### src/sv/mil_mul.sv
module mil_mul #(
  parameter int unsigned FRAC_BITS = 16
) (
  input  logic               clk_i,
  input  logic               hi_i,
  input  logic signed [47:0] a_i,
  input  logic signed [47:0] b_i,
  output logic signed [47:0] p_o,
  output logic               ovf_o
);
  // one 24x48 partial product per cycle: low half of a, then high half added in
  logic [47:0] ua, ub;
  logic [23:0] ah;
  logic [71:0] pp;
  logic [71:0] plo_q;
  logic neg_q;
  logic [95:0] full_q;
  logic [95:0] sh;
  logic [48:0] lim;

  assign ua = a_i[47] ? 48'(-a_i) : a_i;
  assign ub = b_i[47] ? 48'(-b_i) : b_i;
  assign ah = hi_i ? ua[47:24] : ua[23:0];
  assign pp = {48'd0, ah} * {24'd0, ub};

  always_ff @(posedge clk_i) begin
    if (hi_i) begin
      full_q <= {24'd0, plo_q} + {pp, 24'd0};
      neg_q <= a_i[47] ^ b_i[47];
    end else begin
      plo_q <= pp;
    end
  end

  always_comb begin
    sh = full_q >> FRAC_BITS;
    lim = neg_q ? 49'h0_8000_0000_0000 : 49'h0_7FFF_FFFF_FFFF;
    ovf_o = (sh > 96'(lim));
    if (ovf_o) p_o = neg_q ? 48'(-lim) : lim[47:0];
    else p_o = neg_q ? 48'(-sh[47:0]) : sh[47:0];
  end
endmodule

### config.mk
export PLATFORM = sky130hd
export DESIGN_NAME = mil_mul
export DESIGN_NICKNAME = d
export VERILOG_FILES = /design/src/sv/mil_mul.sv
export SDC_FILE = /design/constraint.sdc
export NUM_CORES = 2
export LEC_CHECK = 0
export BUFFER_PORTS_ARGS = -buffer_cell sky130_fd_sc_hd__buf_2
export CORE_ASPECT_RATIO = 0.75
export CORE_UTILIZATION = 45
export CTS_CLUSTER_DIAMETER = 30
export DETAILED_ROUTE_END_ITERATION = 8
export PLACE_DENSITY = 0.63
export SETUP_SLACK_MARGIN = 0.05
export SYNTH_ARGS = -nofsm -noshare
export SYNTH_HDL_FRONTEND = slang
export SYNTH_SLANG_ARGS = --single-unit
### constraint.sdc
create_clock -name clk_i -period 19.6 [get_ports clk_i]
set_input_delay 2.94 -clock clk_i [delete_from_list [all_inputs] [get_ports clk_i]]
set_output_delay 2.94 -clock clk_i [all_outputs]
set_load 0.03 [all_outputs]
**Word level (Yosys, flattened, before mapping)**

Cells that the tools add are included.

- Add/subtract/negate cells: 5
- Multiply operators: 1
- Divide/modulo/power cells: 0
- Magnitude comparators: 1
- Equality and inequality tests: 0
- Shift-type cells: 0
- Multiplexer cells: 7
- Bitwise gates (word level): 1
- Reduce and logical (&&, ||, !) cells: 0

Operators with widths:

| operator | count |
|---|---|
| 48-bit two-way mux | 6 |
| 48-bit negator | 4 |
| 72-bit by 96-bit adder with 96-bit output | 1 |
| 80-bit by 48-bit greater-than comparator with 1-bit output | 1 |
| 24-bit by 48-bit multiplier with 72-bit output | 1 |
| 24-bit two-way mux | 1 |
| 1-bit XOR | 1 |

- Register bits after elaboration: 169
- Bits in latches: 0
- RAM bits: 0
- Bits in read-only memories: 0
- Input bits: 98
- Memories kept: 0

**Longest topological paths before layout**

- Word-level depth: 5
- Mapped depth: 49
- Gate-level depth less buffers: 47

**Worst setup path before layout**

No wires, ideal clock.

- Path kind: input -> register
- Start: in hi_i
- End: reg full_q[91], data pin
- Setup time: 263 ps
- Data arrival time: 14471 ps
- Required time: 19337 ps
- Setup slack: 4866 ps
- Stages on the path: 40
- Path through: inv_1 clkbuf_1 buf_1 o211ai_1 nand3_1 clkbuf_1 nand2_1 fa_1 inv_1 fa_1 inv_1 fa_1 inv_1 fa_1 fa_1 fa_1 inv_1 fa_1 (+4 left out) nor3_1 inv_1 a2111oi_0 nor2_1 o21ai_0 xor2_1 ha_1 clkbuf_1 nand4_1 or2_2 o221ai_1 a41oi_1 a2111oi_0 a21bo_2 nand2_1 and4bb_2 nand4_1 xnor2_1

- Word-level cells in the longest chain between the ends: 3

Ends and longest elaborated chain:

| item | line | RTL |
|---|---|---|
| start: declaration | 5 | `input logic hi_i,` |
| 24-bit two-way mux | 23 | `assign ah = hi_i ? ua[47:24] : ua[23:0];` |
| 24-bit by 48-bit multiplier with 72-bit output | 24 | `assign pp = {48'd0, ah} * {24'd0, ub};` |
| via pp[33] | 14 | `logic [71:0] pp;` |
| 72-bit by 96-bit adder with 96-bit output | 28 | `full_q <= {24'd0, plo_q} + {pp, 24'd0};` |
| end signal: assignment | 28 |  |
| end: declaration | 17 | `logic [95:0] full_q;` |

The timed path passes the listed nets, and every way through them passes these cells.
A chain may end at the register's enable or synchronous reset.

**Worst setup path in the final report**

- Start: in a_i[0]
- End: reg full_q[95], data pin

- Word-level cells in the longest chain between the ends: 5

Ends and longest elaborated chain:

| item | line | RTL |
|---|---|---|
| start: declaration | 6 | `input logic signed [47:0] a_i,` |
| 48-bit negator | 21 | `assign ua = a_i[47] ? 48'(-a_i) : a_i;` |
| 48-bit two-way mux (*) | 21 |  |
| 24-bit two-way mux (*) | 23 |  |
| 24-bit by 48-bit multiplier with 72-bit output (*) | 24 |  |
| via pp[33] | 14 |  |
| 72-bit by 96-bit adder with 96-bit output (*) | 28 |  |

Mark *: on every way through the listed nets, which the timed path passes. The rest lies on a longest branch.

==> summary.txt <==
Outcome
  • Status: complete, no violations

Setup path
  • Crit-path max FO: 37
  • R2R setup slack: around 15000 ps
  • Critical path data required time: about 20000 ps
  • Kind of critical path: in -> reg
  • FF-to-FF Start: plo_q[25]
  • Slowest CP cell: a2111oi_0
  • Crit path capture type: register
  • Setup crit start: a_i[0]
  • CP startpoint kind: primary input
  • Crit path arrival time: around 17000 ps
  • Most frequent CP cell: fa_1
  • CP max stage delay: 900 ps

Detailed routing
  • Via Count: 40700
  • Residual DRC: 0
  • Vias per cell: ~5.7
  • Routed len/inst: between 20 and 25 um
  • Drt total wl: 164 mm
  • Antenna-violating nets left: 0
  • First-pass DRT Iterations: 6
  • Iter 0 DRT Violations: 3918

GRT
  • Grt ovf: 0
  • Vias in the first global route: 40700
  • Gr usage total: between 30 and 40%
  • Initial antenna violation count: 12
  • Pin count of the biggest net entering global routing: 98
  • First-pass GRT wire length: 252 mm

Synthesis
  • Syn_nets: between 7000 and 8000
  • Yosys reg bits: approximately 140
  • Main flop type after synthesis: edfxtp_1
  • Sequential share of the synthesized area: between 8 and 9%
  • Number of enable flip-flop cells after synthesis: around 140
  • Post-Synth XOR/XNOR Area: between 4 and 5%
  • Post-synthesis mux area share: less than 1%
  • Mapped Area: approximately 0.048 mm2
  • Largest family of logic cells by synthesized area: adder cells
  • Complex-gate fraction of the synthesized area: 9.85%
  • Synth Warn #: 0
  • Syn Inst Count: 5684
  • Synth Area in Adders: 49.5%
  • Syn avg cell area: 8.51 um2
  • Simple-gate share of the synthesized area: 16.9%
  • Yosys cell types: a little under 90
  • Ys async rst share: 0%

STA
  • Clock Skew: between 10 and 15 ps
  • Worst hold slack: 420 ps
  • Hold Vio Cnt, Final: 0
  • Final Max Tran Viols: 0
  • RSZ-0062 raised after global routing: no
  • Worst slew pin tran: between 1000 and 1500 ps
  • # setup viols final: 0
  • Sum of negative setup slack: 0 ps
  • Achievable frequency: 0.0598 GHz
  • Worst relative slew slack: about an eighth
  • Period utilization: 85.3%
  • Period minus WS final: around 17000 ps

Layout
  • Fillers: ~10000
  • Register area: between 0.004 and 0.005 mm2
  • P&R area growth vs syn: 6.74%
  • Final nets: a little over 7000
  • Footprint of the multi-input gates: just under 0.04 mm2
  • Layout cells sized above 1: ~6.5%

Floorplanning
  • Die area: 0.109 mm2
  • Initial core utilization: 45.7%
  • Die X: 381 um
  • Core area: between 0.1 and 0.15 mm2
  • # IOs: approximately 150
  • Row count: approximately 100
  • Die height: 286 um

Clocking
  • CTS tree: built
  • Postcts setup bufs: 0
  • Sinks on Clock Net: approximately 140
  • CTS Hold Bufs: 0
  • Clk buf depth: 2
  • TritonCTS Buffers: 17
  • Clk slew on worst S/H paths: approximately 60 ps
  • Clock Latency Late Sink: around 440 ps
  • Post_cts resized: 0
  • H-tree Lvls: 4
  • Clock root cell: clkbuf_16

Run
  • # Max-Cap Violations: 0

Place
  • Buffers added on ports: ~150
  • Hpwl dp: 129 mm
  • RePlAce Congestion: approximately 0.96

Worst hold path
  • Worst hold path class: reg -> reg
  • Worst hold start: plo_q[19]
[final timing paths]
check	end	depth (start not counted)
min reg2reg	full_q[19]	0
max reg2reg	full_q[69]	13
max	full_q[95]	43
min	full_q[19]	0
[layer usage]
metal  global-route usage, %  up-vias  wire (um)
li1                        -    17700          -
met1                    45.0    20500      70100
met2                    43.7     2169      67600
met3                    8.71      319      20700
met4                    8.93        6       5500
met5                       0        -         34
[critical path: cells and delay by family]
family          cells  cell delay (ps)
fa+ha+maj           9             4380
buf+inv             8             1080
compound gates      8             3670
xor+xnor            2              330
simple gates       16             4500
[cells in the final DEF, fill, tap and decap left out, types with 23 or more instances in the layout]
master / instances
nor4_1: 37
a21o_1: 83
o211ai_1: 24
nand3_1: 54
a21oi_1: 201
nor3_1: 86
buf_2: 145
inv_1: 1123
ha_1: 297
and2_1: 57
nor2b_1: 23
edfxtp_1: 137
a211oi_1: 26
o31ai_1: 31
or3_1: 28
o21bai_1: 23
xor2_1: 81
nand4_1: 54
o21a_1: 27
buf_4: 110
o21ai_0: 206
nor2_1: 516
nand2_1: 871
fa_1: 1011
xnor2_1: 122
nand2b_1: 29
[metrics by stage]
step | instances | instance area (um2) | setup WS (ps) | utilization [%]
global route | 7125 | 51600 | 2410 | 48.7
global placement | 7094 | 51000 | 3330 | 48.2
detailed placement | 7094 | 51000 | 2860 | 48.2
finish | 7131 | 51600 | 2880 | 48.7
floorplan | 5684 | 48400 | 4870 | -
CTS | 7125 | 51600 | 3280 | 48.7
[registers in the layout, indices dropped and copies added, names as in the netlist]
register / count
full_q: 80
plo_q: 56
neg_q: 1
[cell type report]
class,instances,share of cell area [%]
diodes,6,0.0291
clock buffers,17,0.824
clock inverters,14,0.337
inverters,1126,8.19
multi-input cells,4158,76.2
flip-flops and latches,137,7.97
well taps,1417,3.43
repair buffers,256,3.03
[kinds of logic (layout without fill, tap and decap cells)]
logic type	count (synthesis)	count (layout)
AND/OR/NAND/NOR	1857	1857
buffers and inverters	1389	1413
adder cells (fa/ha/maj)	1308	1308
AO/OA/AOI/OAI	755	755
XOR/XNOR	224	224
flip-flops	137	137
multiplexers	14	14
other	0	6
[Yosys cell counts (6+ instances only)]
cell	count	area share, %
fa_1	1011	42
o21ai_0	206	2.1
o21bai_1	23	0.36
nor2_1	516	4.0
nand2b_1	29	0.38
a221oi_1	11	0.20
or4_1	17	0.26
o21ai_1	9	0.093
ha_1	297	7.7
nor3_1	86	0.89
buf_2	22	0.23
mux2i_1	12	0.25
o21a_1	27	0.42
a21oi_1	206	2.1
nor4_1	37	0.48
a21o_1	83	1.3
and2_1	57	0.74
edfxtp_1	137	8.5
or2_2	15	0.19
o31a_1	6	0.11
and4_1	10	0.18
nand4_1	54	0.70
o31ai_1	31	0.48
or3_1	28	0.36
nand2_1	873	6.8
clkbuf_1	226	1.8
inv_1	1125	8.7
a31oi_1	18	0.23
nand3_1	56	0.58
xor2_1	88	1.6
a21boi_0	7	0.11
o41ai_1	6	0.11
xnor2_1	136	2.5
a31o_2	6	0.11
o211ai_1	24	0.37
and3_1	17	0.22
buf_1	12	0.093
nor2b_1	23	0.30
a211oi_1	30	0.47
Power is left out: the tool's default activity adds up to more than one toggle a clock period on the data nets, which glitch-free logic cannot reach.
