`config.mk`:
```
export PLATFORM = sky130hd
export DESIGN_NAME = mil_div
export DESIGN_NICKNAME = d
export VERILOG_FILES = /design/src/sv/mil_pkg.sv /design/src/sv/mil_div.sv
export SDC_FILE = /design/constraint.sdc
export NUM_CORES = 1
export LEC_CHECK = 0
export BUFFER_PORTS_ARGS = -buffer_cell sky130_fd_sc_hd__buf_2
export CAP_MARGIN = 20
export CORE_ASPECT_RATIO = 1.4
export CORE_MARGIN = 2
export CORE_UTILIZATION = 50
export DETAILED_ROUTE_END_ITERATION = 7
export GPL_TIMING_DRIVEN = 0
export HOLD_SLACK_MARGIN = 0.03
export PLACE_DENSITY_LB_ADDON = 0.1
export SLEW_MARGIN = 20
export SYNTH_ARGS = -nofsm -noshare
export SYNTH_HDL_FRONTEND = slang
export SYNTH_SLANG_ARGS = --single-unit
export TNS_END_PERCENT = 1
```
`constraint.sdc`:
```
create_clock -name clk_i -period 8.7 [get_ports clk_i]
set_input_delay 1.305 -clock clk_i [delete_from_list [all_inputs] [get_ports clk_i]]
set_output_delay 1.305 -clock clk_i [all_outputs]
set_load 0.02 [all_outputs]
```
`src/sv/mil_pkg.sv`:
```
package mil_pkg;
  localparam logic signed [47:0] MAX48 = 48'sh7FFF_FFFF_FFFF;
  localparam logic signed [47:0] MIN48 = 48'sh8000_0000_0000;

  typedef enum logic [3:0] {
    ST_LOAD, ST_PIV, ST_FDIV, ST_FWAIT, ST_UPD, ST_FIN, ST_SINIT, ST_FWD,
    ST_BACK, ST_BDIV, ST_BWAIT, ST_NEXT, ST_OUT
  } state_e;

  typedef enum logic [1:0] {
    STAT_OK   = 2'd0,
    STAT_SING = 2'd1,
    STAT_SAT  = 2'd2
  } status_e;

  typedef struct packed {
    logic start;
  } div_ctl_t;

  typedef struct packed {
    logic busy;
    logic done;
    logic ovf;
  } div_sts_t;

  function automatic logic [47:0] sat_add(input logic signed [48:0] s, output logic o);
    o = 1'b0;
    if (s > 49'(MAX48)) begin
      o = 1'b1;
      return MAX48;
    end
    if (s < 49'sh1_8000_0000_0000) begin
      o = 1'b1;
      return MIN48;
    end
    return s[47:0];
  endfunction
endpackage

```
`src/sv/mil_div.sv`:
```
module mil_div #(
  parameter int unsigned FRAC_BITS = 16
) (
  input  logic               clk_i,
  input  logic               rst_ni,
  input  mil_pkg::div_ctl_t  ctl_i,
  input  logic signed [47:0] num_i,
  input  logic signed [47:0] den_i,
  output mil_pkg::div_sts_t  sts_o,
  output logic signed [47:0] quo_o
);
  localparam int unsigned NB = 48 + FRAC_BITS;
  localparam int unsigned CW = $clog2(NB + 1);

  logic [NB-1:0] num_q, num_d;
  logic [48:0] rem_q, rem_d;
  logic [47:0] den_q, den_d;
  logic [48:0] quo_q, quo_d;
  logic big_q, big_d, neg_q, neg_d, busy_q, busy_d, done_q, done_d;
  logic [CW-1:0] cnt_q, cnt_d;
  logic [48:0] rs, lim;
  logic [47:0] un, ud;
  logic qb;
  logic [48:0] qn;

  assign lim = neg_q ? 49'h0_8000_0000_0000 : 49'h0_7FFF_FFFF_FFFF;

  always_comb begin
    un = num_i[47] ? 48'(-num_i) : num_i;
    ud = den_i[47] ? 48'(-den_i) : den_i;
    num_d = num_q; rem_d = rem_q; den_d = den_q; quo_d = quo_q; big_d = big_q;
    neg_d = neg_q; busy_d = busy_q; done_d = 1'b0; cnt_d = cnt_q;
    rs = {rem_q[47:0], num_q[NB-1]};
    qb = rs >= {1'b0, den_q};
    qn = {quo_q[47:0], qb};
    if (ctl_i.start) begin
      num_d = {un, FRAC_BITS'(0)};
      rem_d = '0; den_d = ud; quo_d = '0; big_d = 1'b0;
      neg_d = num_i[47] ^ den_i[47];
      busy_d = 1'b1; cnt_d = CW'(NB);
    end else if (busy_q) begin
      num_d = num_q << 1;
      rem_d = qb ? rs - {1'b0, den_q} : rs;
      if (!big_q) begin
        if (quo_q[48] || qn > lim) big_d = 1'b1;
        else quo_d = qn;
      end
      cnt_d = cnt_q - 1'b1;
      if (cnt_q == CW'(1)) begin
        busy_d = 1'b0;
        done_d = 1'b1;
      end
    end
  end

  always_ff @(posedge clk_i or negedge rst_ni) begin
    if (!rst_ni) begin
      busy_q <= 1'b0;
      done_q <= 1'b0;
      cnt_q <= '0;
    end else begin
      busy_q <= busy_d;
      done_q <= done_d;
      cnt_q <= cnt_d;
    end
  end

  always_ff @(posedge clk_i) begin
    num_q <= num_d; rem_q <= rem_d; den_q <= den_d; quo_q <= quo_d;
    big_q <= big_d; neg_q <= neg_d;
  end

  always_comb begin
    logic [48:0] m;
    m = big_q ? lim : quo_q;
    quo_o = neg_q ? 48'(-m) : m[47:0];
  end
  assign sts_o = '{busy: busy_q, done: done_q, ovf: big_q};
endmodule

```
Yosys cells after proc, flatten, opt, wreduce, memory -nomap -nowiden

Index checks and enable logic that the tools add are counted.

Register bits: 204
Output and inout bits: 51

Add/subtract/negate cells: 5
Order comparisons: 2
Eq/ne operators: 1
Multiplexer cells: 18
Bitwise gates (word level): 3
Reduce and logical (&&, ||, !) cells: 3

Operator list:

| cell                                                                   | number |
|---|---|
| 48-bit 2-to-1 mux                                                      | 5 |
| 48-bit negator                                                         | 3 |
| 64-bit 2-to-1 mux                                                      | 2 |
| 49-bit by 48-bit >= comparator with 1-bit output                       | 1 |
| 49-bit by 48-bit greater-than comparator with 1-bit output             | 1 |
| 48-bit subtractor                                                      | 1 |
| 47-bit 2-to-1 mux                                                      | 1 |
| 7-bit 2-to-1 mux                                                       | 2 |
| 1-bit 2-to-1 mux                                                       | 8 |
| 7-bit by 1-bit equality test with 1-bit output (second input constant) | 1 |
| 7-bit by 1-bit subtractor with 7-bit output (second input constant)    | 1 |
| 3-bit AND reduction                                                    | 1 |
| 1-bit NOT                                                              | 2 |
| 2-bit nonzero test                                                     | 1 |
| 1-bit logical OR                                                       | 1 |
| 1-bit XOR                                                              | 1 |

Logic depth before layout (Yosys ltp)

Word-level depth: 5
Mapped depth: 23
Gate-level depth less buffers: 18

Worst setup path before layout

No wires, ideal clock.

Path kind: register to output
Start: register neg_q
End: output quo_o[46]
Arrival time: 3.783 ns
Data required time: 7.395 ns
Setup slack: 3.612 ns
Cell stages (with the launch flop): 14
Buffers on the path: 2
Cell sequence: edfxtp_1 -> clkbuf_1 -> nand2_1 -> clkbuf_1 -> o21ai_0 -> ha_1 -> o21ai_0 -> o21bai_1 -> a21o_1 -> o21bai_1 -> o31ai_1 -> o21ai_0 -> xnor2_1 -> a21oi_1

Word-level cells in the longest chain between the ends: 4

RTL lines:

| what                     | line          | RTL |
|---|---|---|
| start: declaration       | mil_div.sv:19 | `logic big_q, big_d, neg_q, neg_d, busy_q, busy_d, done_q, done_d;` |
| start signal: assignment | mil_div.sv:70 | `big_q <= big_d; neg_q <= neg_d;` |
| 48-bit 2-to-1 mux        | mil_div.sv:26 | `assign lim = neg_q ? 49'h0_8000_0000_0000 : 49'h0_7FFF_FFFF_FFFF;` |
| 48-bit 2-to-1 mux        | mil_div.sv:75 | `m = big_q ? lim : quo_q;` |
| 48-bit negator           | mil_div.sv:76 | `quo_o = neg_q ? 48'(-m) : m[47:0];` |
| 48-bit 2-to-1 mux *      | mil_div.sv:76 |  |
| end: declaration         | mil_div.sv:10 | `output logic signed [47:0] quo_o` |

Every way passes the cells marked *; elsewhere a longest branch is shown, timed or not.

Final worst setup path

Start: register den_q[1]
End: register quo_q[32]

Word-level cells in the longest chain between the ends: 5

RTL lines:

| what                                                       | line          | RTL |
|---|---|---|
| start: declaration                                         | mil_div.sv:17 | `logic [47:0] den_q, den_d;` |
| start signal: assignment                                   | mil_div.sv:69 | `num_q <= num_d; rem_q <= rem_d; den_q <= den_d; quo_q <= quo_d;` |
| 49-bit by 48-bit >= comparator with 1-bit output           | mil_div.sv:34 | `qb = rs >= {1'b0, den_q};` |
| 49-bit by 48-bit greater-than comparator with 1-bit output | mil_div.sv:45 | `if (quo_q[48] \|\| qn > lim) big_d = 1'b1;` |
| 1-bit logical OR                                           | mil_div.sv:45 |  |
| 1-bit NOT (no line)                                        | n/a           |  |
| 3-bit AND reduction (no line)                              | n/a           |  |
| end signal: assignment                                     | mil_div.sv:69 |  |
| end: declaration                                           | mil_div.sv:18 | `logic [48:0] quo_q, quo_d;` |

No other way between the ends.
A chain may end at the register's enable or synchronous reset.

==> impl_results.rst <==
.. list-table::
   :header-rows: 1

   * - Metric
     - Value
   * - Number of DRC markers in iteration 0
     - 738
   * - Initial cell density of the core
     - 50.6%
   * - Initial antenna violation count
     - 0
   * - Data arrival time of the critical path
     - 7.22 ns
   * - Final core utilization
     - 57.8%
   * - Top-count cell post-synth
     - sky130_fd_sc_hd__nor2_1
   * - Warning count from the yosys run
     - 0
   * - Flip-flop cell with the highest count after synthesis
     - sky130_fd_sc_hd__dfxtp_1
   * - Worst Hold Class
     - reg -> reg
   * - Most area-consuming cells after synthesis
     - sky130_fd_sc_hd__edfxtp_1, sky130_fd_sc_hd__dfxtp_1, sky130_fd_sc_hd__ha_1, sky130_fd_sc_hd__nor2_1, sky130_fd_sc_hd__a21oi_1
   * - Clock tree from TritonCTS
     - yes
   * - Portion of the clock cycle consumed by the worst path in the final layout
     - 78.6%
   * - Die W
     - 151 µm
   * - Number of nets in the finished design
     - 2190
   * - Antenna Nets Post-Route
     - 0
   * - Setup_tns
     - 0 ns
   * - Vertical die dimension
     - 210 µm
   * - Placeable core region
     - 29900 µm²
   * - Proportion of total power due to net switching
     - 33.9%
   * - Lkg Pwr
     - 7.83 nW
   * - Number of port buffers
     - 148
   * - Detailed-route vias per instance
     - 5.91
   * - Minimum clock period after layout
     - 6.84 ns
   * - Internal power component
     - 2.26 mW
   * - Die Outline Area
     - 31700 µm²
   * - Required time of the worst setup path
     - 9.08 ns
   * - Setup slack of the critical path after layout
     - 1.86 ns
   * - Source-to-sink clock delay at the later pin of the worst-skew pair
     - 0.53 ns
   * - Endpoint type of the worst setup path
     - flip-flop
   * - Count of flip-flops with a built-in enable after synthesis
     - 97
   * - Switching power total
     - 1.16 mW
   * - Via total after detailed routing
     - 14100
   * - Post-route clock skew
     - 0.0137 ns
   * - Unrepaired setup endpoints after global routing
     - no
   * - Critical path start-end classification
     - reg -> reg
   * - Num CTS Buffers
     - 23
   * - Via count of the first global-routing pass
     - 13800
   * - Count of final max-slew check failures
     - 0
   * - Status
     - finished, final reports clean
   * - Fraction of synthesized cell area taken by the top area cell type
     - 19.2%
   * - Clk pwr share
     - 33.0%
   * - FF+latch count, synth
     - 204
   * - Synthesized area per cell
     - 8.35 µm²
   * - Number of buffers on the longest clock path
     - 3
   * - Count of endpoints failing hold in the final timing report
     - 0
   * - Sink Count
     - 204
   * - Largest driver fanout on the critical path
     - 10
   * - CP Launch Type
     - flip-flop
   * - CTS-repair resized insts
     - 0
   * - WL final
     - 43.2 mm
   * - Postcts setup bufs
     - 0
   * - Worst-margin pin slew
     - 1.05 ns
   * - Post-synthesis async set-or-reset flop share
     - 4.41%
   * - Flop pwr share
     - 35.2%
   * - Wire per inst
     - 18.1 µm
   * - Deepest level of the CTS H-tree
     - 1
   * - Total chip power
     - 3.42 mW
   * - Count of boundary I/O pins
     - 150
   * - Share of cells above drive strength 1
     - 11.0%
   * - Global-route wire length before repair
     - 69.5 mm
   * - Worst vdd ir
     - 0.168 mV
   * - Net Count, Synth
     - 2014
   * - Count of hold buffers inserted by post-cts repair
     - 0
   * - DRC violations left
     - 0
   * - Number of antenna cells inserted
     - 0
   * - Worst Setup Slack post-DPL
     - 1.91 ns
   * - Power per cell area
     - 198 nW/µm²
   * - Clock slew at the register clock pins of the worst setup and hold paths
     - 0.06 ns
   * - Number of violations of the max-capacitance limit
     - 0
   * - Leading post-synthesis cells by instance count
     - sky130_fd_sc_hd__nor2_1, sky130_fd_sc_hd__nand2_1, sky130_fd_sc_hd__a21oi_1
   * - Highest achievable clock rate
     - 146 MHz
   * - Layout fillers
     - 2771
   * - Combinational cell fraction of total power
     - 31.8%
   * - Area of the mapped netlist
     - 15100 µm²
   * - Buffer cell driving the clock tree root
     - sky130_fd_sc_hd__clkbuf_16
   * - Remaining global-route overflow
     - 0
   * - Area growth from synthesis to layout
     - 14.2%
   * - TritonRoute pass-1 iters
     - 5
   * - Detailed placer's ending HPWL
     - 33.6 mm
   * - Syn Inst Count
     - 1813
   * - Gpl congestion
     - 0.953
   * - Row cnt
     - 75
   * - Register area share after synthesis
     - 33.7%
   * - Final setup violation count
     - 0
   * - Post-synthesis cell type with the largest combined area
     - sky130_fd_sc_hd__edfxtp_1
   * - Pin count of the biggest net entering global routing
     - 55
   * - Global-route total usage across every layer
     - 27.2%
   * - Rel. slew slack
     - 28.0%
   * - Number of unique standard cell types used by synthesis
     - 70
-- path summary, 6_finish.rpt --
path	end	startpoint	slack (ns)	cells after the start
max in group asynchronous	done_q	rst_ni	7.90	1
min in group asynchronous	cnt_q[4]	rst_ni	0.62	1
worst max-delay path	quo_q[32]	den_q[1]	1.86	22
worst min-delay path	quo_q[48]	quo_q[48]	0.48	1
worst min register to register	quo_q[48]	quo_q[48]	0.48	1
worst max register to register	quo_q[32]	den_q[1]	1.86	22
-- routing by layer --
metal / GRT usage (%) / vias up / wire (µm)
li1: - / 6966 / -
met1: 32.8 / 6614 / 17800
met2: 48.7 / 434 / 21600
met3: 2.30 / 108 / 1860
met4: 12.3 / 0 / 1900
met5: 0 / - / 0
-- power groups by stage --
stage,Clock [mW],Sequential [mW],Combinational [mW]
after floorplan,0,1.20,0.778
after global placement,0,1.23,1.05
after detailed placement,0,1.22,1.07
after CTS,1.15,1.20,1.08
after global routing,1.18,1.22,1.20
final,1.13,1.20,1.09
-- state kept, by name, summed over array words and instances, names as in the netlist --
register,flops
quo_q,49
den_q,48
num_q,48
rem_q,48
cnt_q,7
big_q,1
busy_q,1
done_q,1
neg_q,1
-- logic make-up (layout without fill, tap and decap cells) --
family / count (synthesis) / after routing / share of synthesized area, %
and+or+nand+nor: 598 / 598 / 18.5
AOI/OAI and AO/OA: 510 / 510 / 21.8
DFF: 204 / 204 / 33.7
buffers and inverters: 187 / 380 / 4.74
xor gates and xnor gates: 158 / 158 / 9.14
adders and majority gates: 102 / 102 / 8.48
muxes: 54 / 54 / 3.59
-- cell usage in the layout (no fill, tap or decap), types with 57 or more instances in the layout --
master / netlist / layout
sky130_fd_sc_hd__nand2_1: 159 / 159
sky130_fd_sc_hd__edfxtp_1: 97 / 97
sky130_fd_sc_hd__clkbuf_1: 86 / 87
sky130_fd_sc_hd__dfxtp_1: 98 / 98
sky130_fd_sc_hd__o21ai_0: 93 / 93
sky130_fd_sc_hd__buf_2: 3 / 150
sky130_fd_sc_hd__xnor2_1: 80 / 80
sky130_fd_sc_hd__a21oi_1: 156 / 156
sky130_fd_sc_hd__inv_1: 82 / 81
sky130_fd_sc_hd__ha_1: 101 / 101
sky130_fd_sc_hd__a21o_1: 57 / 57
sky130_fd_sc_hd__nor2_1: 219 / 219
sky130_fd_sc_hd__xor2_1: 78 / 78
-- critical path, stage by stage (launching register included) --
cell	delay (ns)
sky130_fd_sc_hd__edfxtp_1	0.45
sky130_fd_sc_hd__inv_1	0.09
sky130_fd_sc_hd__ha_1	0.23
sky130_fd_sc_hd__nor2b_1	0.14
sky130_fd_sc_hd__o2111ai_1	0.30
sky130_fd_sc_hd__a2111oi_0	0.28
sky130_fd_sc_hd__o31ai_1	0.42
sky130_fd_sc_hd__nand3_1	0.30
sky130_fd_sc_hd__a211o_1	0.37
sky130_fd_sc_hd__inv_1	0.22
sky130_fd_sc_hd__clkbuf_1	0.57
sky130_fd_sc_hd__clkbuf_1	0.57
sky130_fd_sc_hd__ha_1	0.26
sky130_fd_sc_hd__inv_1	0.04
sky130_fd_sc_hd__a21oi_1	0.11
sky130_fd_sc_hd__o211ai_1	0.11
sky130_fd_sc_hd__a21oi_1	0.25
sky130_fd_sc_hd__o211ai_1	0.16
sky130_fd_sc_hd__a21oi_1	0.27
sky130_fd_sc_hd__clkbuf_1	0.62
sky130_fd_sc_hd__buf_1	0.60
sky130_fd_sc_hd__mux2i_1	0.26
sky130_fd_sc_hd__nor2_1	0.07
-- final cells by class --
| class | count | area (µm²) | share of cell area [%] |
|---|---|---|---|
| Clock inverter | 16 | 275 | 1.59 |
| Buffer | 105 | 409 | 2.37 |
| Clock buffer | 26 | 607 | 3.51 |
| Inverter | 82 | 308 | 1.78 |
| Tap cell | 385 | 482 | 2.79 |
| Sequential cell | 204 | 5100 | 29.5 |
| Multi-Input combinational cell | 1422 | 9320 | 53.9 |
| Timing Repair Buffer | 151 | 790 | 4.57 |
-- metrics by stage --
stage | cells | instance area (µm²) | hold slack (ns)
floorplan | 1813 | 15100 | 0.452
global placement | 2346 | 16400 | 0.472
detailed placement | 2349 | 16400 | 0.473
CTS | 2391 | 17300 | 0.486
global route | 2391 | 17300 | 0.514
finish | 2391 | 17300 | 0.485
(Power assumes the default switching activity.)
